--- src/rtl/rvis_pkg.sv ---
// Shared types, constants and helper functions for the RV32I step core.
// No dependencies; every other file imports this package.
package rvis_pkg;

  localparam int MEM_BYTES = 65536;
  localparam logic [31:0] MEM_BASE = 32'h8000_0000;
  localparam int ROWS = MEM_BYTES / 4;
  localparam int ROW_AW = $clog2(ROWS);
  localparam int MEM_AW = ROW_AW + 2;

  localparam logic [6:0] OPC_LUI    = 7'h37;
  localparam logic [6:0] OPC_AUIPC  = 7'h17;
  localparam logic [6:0] OPC_JAL    = 7'h6f;
  localparam logic [6:0] OPC_JALR   = 7'h67;
  localparam logic [6:0] OPC_BRANCH = 7'h63;
  localparam logic [6:0] OPC_LOAD   = 7'h03;
  localparam logic [6:0] OPC_STORE  = 7'h23;
  localparam logic [6:0] OPC_IMM    = 7'h13;
  localparam logic [6:0] OPC_REG    = 7'h33;
  localparam logic [6:0] OPC_FENCE  = 7'h0f;
  localparam logic [6:0] OPC_SYSTEM = 7'h73;

  localparam logic [6:0] F7_BASE = 7'h00;
  localparam logic [6:0] F7_ALT  = 7'h20;

  localparam logic [2:0] F3_ADD  = 3'd0;
  localparam logic [2:0] F3_SLL  = 3'd1;
  localparam logic [2:0] F3_SLT  = 3'd2;
  localparam logic [2:0] F3_SLTU = 3'd3;
  localparam logic [2:0] F3_XOR  = 3'd4;
  localparam logic [2:0] F3_SR   = 3'd5;
  localparam logic [2:0] F3_OR   = 3'd6;
  localparam logic [2:0] F3_AND  = 3'd7;

  localparam logic [2:0] F3_BEQ  = 3'd0;
  localparam logic [2:0] F3_BNE  = 3'd1;
  localparam logic [2:0] F3_BLT  = 3'd4;
  localparam logic [2:0] F3_BGE  = 3'd5;
  localparam logic [2:0] F3_BLTU = 3'd6;
  localparam logic [2:0] F3_BGEU = 3'd7;

  localparam logic [2:0] F3_LB  = 3'd0;
  localparam logic [2:0] F3_LH  = 3'd1;
  localparam logic [2:0] F3_LW  = 3'd2;
  localparam logic [2:0] F3_LBU = 3'd4;
  localparam logic [2:0] F3_LHU = 3'd5;

  localparam logic [2:0] F3_SB = 3'd0;
  localparam logic [2:0] F3_SH = 3'd1;
  localparam logic [2:0] F3_SW = 3'd2;

  localparam logic [31:0] WORD_ZERO = 32'h0000_0000;
  localparam logic [31:0] WORD_ONES = 32'hffff_ffff;

  localparam logic OPN_BYTE = 1'b0;
  localparam logic OPN_STEP = 1'b1;

  typedef enum logic [2:0] {
    ST_OK       = 3'd0,
    ST_END      = 3'd1,
    ST_ECALL    = 3'd2,
    ST_MISALIGN = 3'd3,
    ST_FUNCT    = 3'd4,
    ST_OPCODE   = 3'd5,
    ST_RANGE    = 3'd6
  } status_t;

  typedef struct packed {
    logic        operation;
    logic [15:0] byte_address;
    logic [7:0]  byte_data;
  } in_item_t;

  typedef struct packed {
    logic [31:0] executed_pc;
    logic [31:0] instruction_word;
    logic [31:0] next_pc;
    logic        halted;
    status_t     status;
  } out_item_t;

  typedef struct packed {
    logic        is_step;
    logic [15:0] byte_address;
    logic [7:0]  byte_data;
  } q_item_t;

  typedef struct packed {
    logic    valid;
    q_item_t item;
  } fq_t;

  typedef struct packed {
    logic pop;
    logic busy;
  } bk_ctl_t;

  // Row of byte lane 'lane' for an access starting at byte offset 'off'.
  function automatic logic [ROW_AW-1:0] lane_row(input logic [MEM_AW-1:0] off,
                                                 input logic [1:0] lane);
    lane_row = off[MEM_AW-1:2] + ROW_AW'(lane < off[1:0]);
  endfunction

  // Put the lane bytes back in access order.
  function automatic logic [31:0] lane_gather(input logic [31:0] q, input logic [1:0] lo);
    logic [63:0] dbl;
    dbl = {q, q};
    lane_gather = dbl[{lo, 3'b000} +: 32];
  endfunction

  // Spread access-order bytes onto the lanes.
  function automatic logic [31:0] lane_scatter(input logic [31:0] d, input logic [1:0] lo);
    logic [63:0] dbl;
    dbl = {d, d};
    lane_scatter = dbl[6'd32 - {1'b0, lo, 3'b000} +: 32];
  endfunction

  function automatic logic [3:0] lane_enable(input logic [3:0] m, input logic [1:0] lo);
    logic [7:0] dbl;
    dbl = {m, m};
    lane_enable = dbl[3'd4 - {1'b0, lo} +: 4];
  endfunction

endpackage

--- src/rtl/rvis_front.sv ---
// Front end: accepts input words, tags them as byte write or step, and queues them.
// Depends on rvis_pkg.
module rvis_front import rvis_pkg::*; (
  input  logic     clk,
  input  logic     rst_n,
  input  logic     in_valid,
  output logic     in_ready,
  input  in_item_t in_item,
  input  bk_ctl_t  bk,
  output fq_t      fq
);

  q_item_t    ent_r [2];
  logic       wp_r, wp_nxt;
  logic       rp_r, rp_nxt;
  logic [1:0] cnt_r, cnt_nxt;
  logic       push;

  assign in_ready = !bk.busy && (cnt_r != 2'd2);
  assign push     = in_valid && in_ready;
  assign fq.valid = (cnt_r != 2'd0);
  assign fq.item  = ent_r[rp_r];

  always_comb begin
    wp_nxt  = push ? !wp_r : wp_r;
    rp_nxt  = bk.pop ? !rp_r : rp_r;
    cnt_nxt = cnt_r + 2'(push) - 2'(bk.pop);
  end

  always_ff @(posedge clk) begin
    if (!rst_n) begin
      wp_r  <= 1'b0;
      rp_r  <= 1'b0;
      cnt_r <= 2'd0;
    end else begin
      wp_r  <= wp_nxt;
      rp_r  <= rp_nxt;
      cnt_r <= cnt_nxt;
    end
  end

  // classify on entry
  always_ff @(posedge clk) begin
    if (push) begin
      ent_r[wp_r] <= '{is_step:      (in_item.operation == OPN_STEP),
                       byte_address: in_item.byte_address,
                       byte_data:    in_item.byte_data};
    end
  end

endmodule

--- config.mk ---
export PLATFORM = sky130hd
export DESIGN_NAME = rvis_front
export DESIGN_NICKNAME = d
export VERILOG_FILES = /design/src/rtl/rvis_pkg.sv /design/src/rtl/rvis_front.sv
export SDC_FILE = /design/constraint.sdc
export NUM_CORES = 1
export LEC_CHECK = 0
export ABC_AREA = 1
export BUFFER_PORTS_ARGS = -buffer_cell sky130_fd_sc_hd__buf_4
export CORE_UTILIZATION = 51
export CTS_CLUSTER_SIZE = 16
export DETAILED_ROUTE_END_ITERATION = 12
export PLACE_DENSITY = 0.88
export RECOVER_POWER = 100
export SYNTH_ARGS = -nofsm -noshare
export SYNTH_HDL_FRONTEND = slang
export SYNTH_SLANG_ARGS = --single-unit
--- constraint.sdc ---
create_clock -name clk -period 2.5 [get_ports clk]
set_input_delay 0.125 -clock clk [delete_from_list [all_inputs] [get_ports clk]]
set_output_delay 0.125 -clock clk [all_outputs]
set_load 0.1 [all_outputs]
# Word level (Yosys, flattened, before mapping)
# Memory sizes are Yosys's and may differ from the RTL's. A register that Yosys moved wholly into a read port is not among the register bits.
# Cells that the tools add are included.
[op_classes] add_sub_neg=2 eq_ne=1 muxes=4 n_reduce_logical=6
[op_table] operator="$mux 1" count=4
[op_table] operator="$logic_not 1->1" count=3
[op_table] operator="$add 2x1->2" count=1
[op_table] operator="$logic_and 1x1->1" count=2
[op_table] operator="$ne 2x2->1 const B" count=1
[op_table] operator="$reduce_bool 2->1" count=1
[op_table] operator="$sub 2x1->2" count=1
[totals] reg_bits=4 mem_bits_rw=50 in_bits=30 elab_cells=17 n_memories=1
[memory_table] memory="ent_r" depth=2 word_bits=25 read_ports=1 rd_clocked_by_memory_dff=1 write_ports=1 line="rvis_front.sv:13" text="q_item_t ent_r [2];"

# Depth between registers and ports, before layout
# Gate-level depths: netlist of the first run.
[logic_depth] word_depth=5 mapped_depth=10 ltp_nobuf=10

# Least setup slack after synthesis of the first run
# No wires, ideal clock.
[synth_timing] kind="reg-to-reg" from="register cnt_r[0]" to="memory ent_r[0][0] (netlist name) (enable)" arrival_time_ps=1621 required_ps=2093 slack_ps=473 path_stages_with_launch=5 n_path_buf=0 synth_period_minus_slack_ps=2027 cell_sequence="dfxtp_1 inv_1 nand2_1 nand3_1 nor2_1"
[synth_between] elab_chain_len=5
[synth_lines] element="start, declared" line="rvis_front.sv:16" text="logic [1:0] cnt_r, cnt_nxt;"
[synth_lines] element="start signal, assigned" line="rvis_front.sv:38" text="cnt_r <= cnt_nxt;"
[synth_lines] element="$ne 2x2->1" line="rvis_front.sv:19" text="assign in_ready = !bk.busy && (cnt_r != 2'd2);"
[synth_lines] element="$logic_and 1x1->1" line="rvis_front.sv:19"
[synth_lines] element="$logic_and 1x1->1" line="rvis_front.sv:20" text="assign push = in_valid && in_ready;"
[synth_lines] element="$mux 1" line="rvis_front.sv:44" text="if (push) begin"
[synth_lines] element="$mux 1 (not written as such)" line="rvis_front.sv:45" text="ent_r[wp_r] <= '{is_step: (in_item.operation == OPN_STEP),"
[synth_lines] element="end, declared" line="rvis_front.sv:13"
# No other way between the ends.

==> out/results.tsv, run 1 <==
stage	metric	value	unit
run_status	status	complete, no violations	
cells_and_area	fillerInstances	284	
cts	tritoncts	done	
critical_path	r2r_cells	5	
critical_path	timing.critical_path.required	2.38	ns
floorplan	die-width	67.0	µm
critical_path	crit_arrival	1.96	ns
logic_synthesis	yosys.area.top_type	sky130_fd_sc_hd__edfxtp_1	
routing	ant_nets	0	
floorplan	core_region_area	4030	µm²
timing	timing.final.crit_period	2.08	ns
global_routing	grt_pass1_vias	1168	
power_and_ir_drop	net-switching-power	653	µW
logic_synthesis	ys_top_cells_by_area	sky130_fd_sc_hd__edfxtp_1, sky130_fd_sc_hd__mux2_4, sky130_fd_sc_hd__dfxtp_1	
timing	actual_transition_at_the_worst_max_transition_pin	1.20	ns
routing	detail_route.vias_per_cell	4.78	
logic_synthesis	synth_cell_type_count	14	
cts	clk_pin_slew	0.09	ns
timing	worst_hold_slack	0.0345	ns
timing	timing.final.max_slew_violations	0	
timing	setup_viol_count_final	0	
cells_and_area	area_of_combinational_cells_with_multiple_inputs	473	µm²
power_and_ir_drop	pwr_density_cell	759	nW/µm²
floorplan	die_area	4480	µm²
timing	slew-limit-headroom	20.1	%
flow_run	max-cap-violations	0	
cts	ctsLongestPathBuffers	2	
power_and_ir_drop	combinationalPowerShare	23.8	%
placement	gp_routability_congestion	0.694	
timing	finalHoldViolCount	0	
critical_path	timing.critical_path.to	fq[22]	
floorplan	row_count	23	
logic_synthesis	synth-seq-area-share	74.4	%
power_and_ir_drop	p_leak	0.00108	µW
logic_synthesis	synth_top_cell_area_share	69.8	%
global_routing	wire_length_of_the_first_global_routing_pass	5.18	mm
timing	achievable-frequency	480	MHz
cells_and_area	antenna_cells	0	
logic_synthesis	postSynthNetCount	145	
logic_synthesis	synth_async_sr_flop_share	0	%
cells_and_area	final_net_count	230	
cells_and_area	drive_gt1_share	32.7	%
timing	post-route-period-util	83.3	%
power_and_ir_drop	netSwitchingFraction	30.6	%
critical_path	timing.critical_path.fanout_max	13	
critical_path	ff2ff_setup_slack	0.55	ns
logic_synthesis	post_synth.cell_area_avg	19.0	µm²
critical_path	start_kind	flop	
logic_synthesis	postSynthCellCount	113	
cts	cts_buffers	5	
global_routing	number_of_antenna_violations_at_the_first_check_in_global_routing	0	
timing	setup_tns	0	ns
cts	h-tree-depth	2	
global_routing	total_routing_usage_gr	16.8	%
routing	drtIter0Drc	41	
logic_synthesis	synth_top_flop_cell	sky130_fd_sc_hd__edfxtp_1	
global_routing	globalRouteOverflowTotal	0	
logic_synthesis	synth.cell_area	2150	µm²
cells_and_area	final_core_util	69.7	%
cts	clkSinkCount	55	
floorplan	initial_core_util	53.4	%
power_and_ir_drop	share_seq_of_total_power	50.0	%
hold_path	hold_class	in -> reg	
global_routing	grt_start_max_net_pins	18	
routing	wirelength	3.61	mm
routing	drt-pass1-iter-count	4	
cts	clk_root_buffer_cell	sky130_fd_sc_hd__clkbuf_8	
routing	via_count	1191	
cells_and_area	ff_latch_area	1600	µm²
routing	wire_per_inst	14.5	µm
timing	finalClockSkew	0.00473	ns
power_and_ir_drop	clock_network_power_share	26.3	%
cts	clk_lat_worst_skew	0.30	ns
floorplan	boundaryPins	57	
critical_path	worst_setup_path_end_kind	output port	
floorplan	chipHeight	67.0	µm
critical_path	launching_point_of_the_worst_reg2reg_path	cnt_r[0]	
placement	port-buffer-count	56	
logic_synthesis	synth_enable_flop_cells	50	
critical_path	critical_path.reg2reg.endpoint	ent_r[1][17]	
logic_synthesis	yosysWarnings	0	
cells_and_area	area_growth_from_synthesis_to_final_layout	30.4	%
critical_path	worst-setup-path-type	reg -> out	
power_and_ir_drop	internal_power	1480	µW
routing	route.detailed.drc	0	
logic_synthesis	synth.ff_latch_count	55	
power_and_ir_drop	max-vdd-ir-drop	0.000554	V
placement	hpwl	2.48	mm
timing	rsz0062_at_grt	false	
==> cells in the mapped netlist, types with 2 or more instances <==
cell type / n
sky130_fd_sc_hd__a21oi_1: 2
sky130_fd_sc_hd__buf_12: 2
sky130_fd_sc_hd__dfxtp_1: 5
sky130_fd_sc_hd__edfxtp_1: 50
sky130_fd_sc_hd__ha_1: 2
sky130_fd_sc_hd__inv_1: 7
sky130_fd_sc_hd__mux2_2: 5
sky130_fd_sc_hd__mux2_4: 20
sky130_fd_sc_hd__nand2_1: 8
sky130_fd_sc_hd__nand3_1: 2
sky130_fd_sc_hd__nor2_1: 6
sky130_fd_sc_hd__or2_2: 2
==> critical path: stages, from the launching register on <==
cell and delay, ns:
sky130_fd_sc_hd__dfxtp_1 0.34, sky130_fd_sc_hd__buf_4 0.25, sky130_fd_sc_hd__mux2_4 0.19, sky130_fd_sc_hd__clkbuf_1 0.88
==> cell type report <==
type / instances / area share (%)
Timing Repair Buffer: 81 / 19.0
Clock inverter: 2 / 1.34
Multi-Input combinational cell: 48 / 16.9
Clock buffer: 6 / 2.59
Inverter: 7 / 0.936
Sequential cell: 55 / 57.1
Tap cell: 50 / 2.23
==> state kept, by name, indices dropped and copies added (netlist names), named ones only <==
| name | cells |
|---|---|
| ent_r | 50 |
| cnt_r | 2 |
| rp_r | 1 |
| wp_r | 1 |
==> worst min path at each step <==
stage	from	slack, ns	endpoint	cells after the start
detailed placement	in_item[7]	0.31	ent_r[1][7]	1
global placement	in_item[3]	0.31	ent_r[0][3]	1
CTS	in_item[17]	0.0001	ent_r[0][17]	1
global route	in_item[15]	0.03	ent_r[1][15]	1
floorplan	rst_n	0.22	cnt_r[0]	2
finish	rst_n	0.03	cnt_r[0]	3
==> per-layer routing <==
layer / vias up / wire length [µm] / global-route usage [%]
met5: - / 0 / 0
met4: 0 / 55 / 8.51
met3: 4 / 164 / 4.28
met2: 38 / 1930 / 30.8
met1: 566 / 1450 / 17.5
li1: 583 / - / -
==> power by group through the flow <==
stage	clock, µW	sequential [µW]	combinational [µW]
6_report	559	1060	506
5_1_grt	601	1070	529
4_1_cts	574	1070	538
3_5_place_dp	0	1090	522
3_3_place_gp	0	1080	512
2_1_floorplan	0	1080	416
==> metrics by stage <==
step	total power, µW	instances	setup slack, ns	area, µm²
5_1_grt	2200	249	0.349	2810
4_1_cts	2180	240	0.724	2840
3_5_place_dp	1610	221	0.745	2620
6_report	2130	249	0.417	2810
3_3_place_gp	1590	221	0.891	2620
2_1_floorplan	1500	113	0.473	2150
==> cell families after synthesis <==
logic type,count (synthesis),share of synthesized area (%)
buffers and inverters,10,3.60
flip-flops,55,74.4
AND/OR/NAND/NOR,19,3.78
AO/OA/AOI/OAI,2,0.465
multiplexers,25,16.6
adder cells (fa/ha/maj),2,1.16
==> timing repair <==
item | in CTS | in global routing
hold endpoints to repair | 21 | 17
resized for setup | 0 | 0
buffers inserted | 0 | 0
hold buffers | 11 | 9
==> layout by cell type (no fill, tap or decap) <==
cell                            instances
sky130_fd_sc_hd__mux2_4                20
sky130_fd_sc_hd__nand4_1                1
sky130_fd_sc_hd__or2_2                  2
sky130_fd_sc_hd__nor2_1                 6
sky130_fd_sc_hd__inv_1                  7
sky130_fd_sc_hd__bufinv_16              1
sky130_fd_sc_hd__clkbuf_4              18
sky130_fd_sc_hd__buf_4                  8
sky130_fd_sc_hd__clkbuf_2               5
sky130_fd_sc_hd__nand2_1                8
sky130_fd_sc_hd__mux2_2                 5
sky130_fd_sc_hd__edfxtp_1              50
sky130_fd_sc_hd__dfxtp_1                5
sky130_fd_sc_hd__dlygate4sd3_1         20
sky130_fd_sc_hd__a21oi_1                2
sky130_fd_sc_hd__clkbuf_1              31
sky130_fd_sc_hd__clkinvlp_4             1
sky130_fd_sc_hd__ha_1                   2
sky130_fd_sc_hd__nand3_1                2
sky130_fd_sc_hd__clkbuf_8               5
Power figures use the tool's default switching activity.
==> run 2: changes to the inputs <==
clock period = 2.2 ns   (was 2.5 ns; I/O delays follow)
==> out/results.tsv, run 2 (same netlist as run 1, synthesis figures left out) <==
stage	metric	value	unit
cells_and_area	fillerInstances	295	
routing	ant_nets	0	
cts	ctsLongestPathBuffers	2	
cells_and_area	final_core_util	71.3	%
cells_and_area	mostFrequentLayoutCells	sky130_fd_sc_hd__edfxtp_1, sky130_fd_sc_hd__dlygate4sd3_1, sky130_fd_sc_hd__clkbuf_2	
placement	port-buffer-count	56	
global_routing	wire_length_of_the_first_global_routing_pass	5.46	mm
floorplan	initial_core_util	53.4	%
global_routing	globalRouteOverflowTotal	0	
timing	timing.final.crit_period	1.87	ns
timing	finalClockSkew	0.00685	ns
routing	drtIter0Drc	25	
floorplan	die-width	67.0	µm
cts	cts-resized-gates	0	
power_and_ir_drop	max-vdd-ir-drop	0.000483	V
global_routing	total_routing_usage_gr	17.4	%
hold_path	holdPathStages	3	
cts	clk_lat_worst_skew	0.30	ns
critical_path	launching_point_of_the_worst_reg2reg_path	cnt_r[0]	
cts	cts_buffers	5	
critical_path	timing.critical_path.to	fq[24]	
hold_path	hold_class	in -> reg	
run_status	status	complete, no violations	
critical_path	worst_setup_path_end_kind	output port	
timing	timing.final.max_slew_violations	0	
critical_path	critPathMaxStageDelay	0.39	ns
floorplan	boundaryPins	57	
cts	cts_setup_buffers	0	
cells_and_area	layout.cells.most_common	sky130_fd_sc_hd__edfxtp_1	
routing	wire_per_inst	14.6	µm
cts	clk_pin_slew	0.09	ns
floorplan	row_count	23	
power_and_ir_drop	pwr_density_cell	809	nW/µm²
timing	slew-limit-headroom	23.3	%
cts	tritoncts	done	
critical_path	worst-setup-path-type	reg -> out	
global_routing	grt_start_max_net_pins	17	
global_routing	number_of_antenna_violations_at_the_first_check_in_global_routing	0	
placement	hpwl	2.52	mm
cells_and_area	final_net_count	236	
critical_path	timing.critical_path.required	2.09	ns
critical_path	cp_cell_sequence	clkbuf_2 > mux2_2 > clkbuf_2	
routing	drt-pass1-iter-count	4	
cells_and_area	antenna_cells	0	
timing	worst_hold_slack	0.0286	ns
cells_and_area	non_filler_instances	255	
timing	post-route-period-util	85.2	%
floorplan	chipHeight	67.0	µm
critical_path	r2r_cells	9	
routing	via_count	1245	
placement	gp_routability_congestion	0.684	
cts	clkSinkCount	55	
cells_and_area	largest_register_ffs	50	
timing	setup_viol_count_final	0	
timing	finalHoldViolCount	0	
floorplan	die_area	4480	µm²
routing	wirelength	3.72	mm
placement	placed_cells_incl_taps	222	
routing	detail_route.vias_per_cell	4.88	
timing	rsz0062_at_grt	false	
timing	actual_transition_at_the_worst_max_transition_pin	1.16	ns
global_routing	grt_pass1_vias	1289	
cells_and_area	regMostFlops	ent_r	
critical_path	start_kind	flop	
floorplan	core_region_area	4030	µm²
routing	route.detailed.drc	0	
critical_path	crit_arrival	1.76	ns
flow_run	max-cap-violations	0	
critical_path	timing.critical_path.mode_cell	sky130_fd_sc_hd__clkbuf_2	
cells_and_area	drive_gt1_share	43.4	%
critical_path	critical_path.reg2reg.endpoint	cnt_r[1]	
timing	achievable-frequency	534	MHz
critical_path	timing.critical_path.fanout_max	13	
critical_path	worst_path_max_delay_cell	sky130_fd_sc_hd__mux2_2	
cells_and_area	area_growth_from_synthesis_to_final_layout	33.5	%
cts	h-tree-depth	2	
timing	setup_tns	0	ns
power_and_ir_drop	p_leak	0.00117	µW
cells_and_area	biggest_registers_after_layout	ent_r (50), cnt_r (2)	
cts	cts_hold_repair.buffers	24	
critical_path	ff2ff_setup_slack	0.39	ns
cts	clk_root_buffer_cell	sky130_fd_sc_hd__clkbuf_8	
run 2: cell type report:
cell class	count	area [µm²]	area share, %
flip-flops and latches	55	1600	55.7
well taps	50	62.6	2.18
multi-input cells	48	475	16.5
repair buffers	87	623	21.7
inverters	7	26.3	0.914
clock inverters	2	12.5	0.435
clock buffers	6	72.6	2.53
run 2: metrics by stage:
| stage | area [µm²] | setup WS (ns) | power, µW |
|---|---|---|---|
| 2_1_floorplan | 2150 | 0.173 | 1700 |
| 3_3_place_gp | 2630 | 0.593 | 1810 |
| 3_5_place_dp | 2630 | 0.393 | 1830 |
| 4_1_cts | 2960 | 0.382 | 2370 |
| 5_1_grt | 2870 | 0.265 | 2400 |
| 6_report | 2870 | 0.327 | 2320 |
run 2: worst max-delay path, delay by kind of cell (launching register included):
kind / cells / cell delay [ns]
buf+inv: 2 / 0.75
flops: 1 / 0.33
mux: 1 / 0.39
run 2: worst min-delay path by stage:
stage / startpoint / end
final: rst_n / cnt_r[0]
after global routing: rst_n / cnt_r[0]
after CTS: in_item[6] / ent_r[1][6]
after detailed placement: in_item[19] / ent_r[0][19]
after global placement: in_item[11] / ent_r[1][11]
after floorplan: rst_n / cnt_r[0]
run 2: routing by layer:
metal / vias to the layer above / GRT usage, % / wire length, µm
met5: - / 0 / 0
met4: 0 / 9.57 / 76
met3: 8 / 3.94 / 141
met2: 42 / 31.9 / 2050
met1: 599 / 17.9 / 1460
li1: 596 / - / -
run 2: where the power goes:
| part | total [µW] | switching (µW) | internal, µW |
|---|---|---|---|
| registers | 1210 | 17.3 | 1190 |
| clock network | 519 | 296 | 223 |
| logic | 595 | 432 | 163 |
==> run 3: changes to the inputs <==
CORE_UTILIZATION = 54   (was 51)
CTS_BUF_LIST = sky130_fd_sc_hd__clkbuf_4 sky130_fd_sc_hd__clkbuf_8   (was default)
PLACE_DENSITY = 0.92   (was 0.88)
==> out/results.tsv, run 3 (same netlist as run 1, synthesis figures left out) <==
stage	metric	value	unit
run_status	status	complete, no violations	
critical_path	worst-setup-path-type	reg -> out	
cells_and_area	area_growth_from_synthesis_to_final_layout	35.8	%
cells_and_area	drive_gt1_share	44.1	%
placement	gp_routability_congestion	0.652	
timing	actual_transition_at_the_worst_max_transition_pin	1.16	ns
flow_run	max-cap-violations	0	
timing	finalClockSkew	0.00716	ns
timing	finalHoldViolCount	0	
cts	ctsLongestPathBuffers	2	
cells_and_area	largest_register_ffs	50	
floorplan	die-width	65.1	µm
global_routing	wire_length_of_the_first_global_routing_pass	6.06	mm
critical_path	start_kind	flop	
routing	wire_per_inst	15.8	µm
timing	setup_tns	0	ns
timing	timing.final.max_slew_violations	0	
placement	place_worst_setup_slack	0.439	ns
cts	clkSinkCount	55	
cells_and_area	biggest_registers_after_layout	ent_r (50), cnt_r (2)	
timing	achievable-frequency	511	MHz
power_and_ir_drop	max-vdd-ir-drop	0.000594	V
cells_and_area	antenna_cells	0	
cts	cts_buffers	5	
placement	placement.cell_area	2630	µm²
power_and_ir_drop	pwr_density_cell	880	nW/µm²
routing	ant_nets	0	
cells_and_area	postLayoutCellArea	2920	µm²
floorplan	die_area	4240	µm²
hold_path	hold_class	in -> reg	
floorplan	boundaryPins	57	
placement	hpwl	2.56	mm
floorplan	chipHeight	65.1	µm
global_routing	total_routing_usage_gr	20.9	%
cts	clk_root_buffer_cell	sky130_fd_sc_hd__clkbuf_8	
cells_and_area	final_core_util	78.0	%
global_routing	globalRouteOverflowTotal	0	
routing	detail_route.vias_per_cell	4.84	
cts	h-tree-depth	2	
cells_and_area	non_filler_instances	250	
critical_path	worst_setup_path_end_kind	output port	
timing	setup_ws	0.244	ns
cts	tritoncts	done	
floorplan	row_count	22	
timing	post-route-period-util	88.9	%
critical_path	crit_arrival	1.85	ns
placement	port-buffer-count	56	
routing	via_count	1211	
timing	rsz0062_at_grt	false	
timing	timing.final.crit_period	1.96	ns
critical_path	timing.critical_path.fanout_max	19	
cts	clk_lat_worst_skew	0.30	ns
floorplan	initial_core_util	57.5	%
cells_and_area	layout.cells.most_common	sky130_fd_sc_hd__edfxtp_1	
cts	cts_setup_buffers	0	
critical_path	timing.critical_path.required	2.09	ns
placement	placed_cells_incl_taps	217	
routing	drtIter0Drc	46	
routing	route.detailed.drc	0	
cells_and_area	regMostFlops	ent_r	
global_routing	grt_pass1_vias	1299	
global_routing	number_of_antenna_violations_at_the_first_check_in_global_routing	0	
timing	setup_viol_count_final	0	
timing	slew-limit-headroom	23.1	%
routing	wirelength	3.95	mm
global_routing	grt_start_max_net_pins	20	
power_and_ir_drop	p_leak	0.00119	µW
cells_and_area	final_net_count	233	
floorplan	core_region_area	3740	µm²
routing	drt-pass1-iter-count	4	
cells_and_area	mostFrequentLayoutCells	sky130_fd_sc_hd__edfxtp_1, sky130_fd_sc_hd__dlygate4sd3_1, sky130_fd_sc_hd__clkbuf_2	
cts	clk_pin_slew	0.09	ns
## run 3: stage by stage
step	hold WS (ns)	power [µW]
floorplan	0.203	1700
global placement	0.296	1810
detailed placement	0.298	1830
CTS	0.00834	2610
global route	0.0300	2650
finish	0.0218	2570
## run 3: worst paths after layout
path              slack, ns           to  startpoint  cells after the start
setup / recovery       0.24        fq[1]        flop                      3
hold / removal         0.02     cnt_r[0]       rst_n                      3
setup reg to reg       0.44  ent_r[0][9]    cnt_r[0]                      5
hold reg to reg        0.54         rp_r        rp_r                      2
## run 3: critical path: stages (launching register included)
cell                       delay [ns]
sky130_fd_sc_hd__dfxtp_1         0.58
sky130_fd_sc_hd__buf_12          0.24
sky130_fd_sc_hd__mux2_2          0.35
sky130_fd_sc_hd__clkbuf_2        0.37
## run 3: where the power goes
part           switching (µW)  leakage [µW]  internal [µW]
clock                     309     0.0000644            453
combinational             429      0.000627            165
sequential               22.1      0.000499           1190
total                     760       0.00119           1810
## run 3: area by class of cell
type	count	area, µm²
flip-flops and latches	55	1600
clock buffers	5	68.8
clock inverters	3	67.6
inverters	7	26.3
repair buffers	84	624
multi-input cells	48	473
fillers	247	822
well taps	48	60.1
## run 3: metal layers
metal | wire, µm | global-route usage, % | vias to the layer above
met3 | 191 | 6.08 | 4
met5 | 0 | 0 | -
li1 | - | - | 588
met2 | 2180 | 38.7 | 45
met1 | 1540 | 22.5 | 574
met4 | 35 | 7.34 | 0
## run 3: timing repair
item,CTS,global route
hold buffers,25,0
gates resized for setup,0,0
endpoints found under the hold margin,50,0
endpoints found under the setup margin,0,0
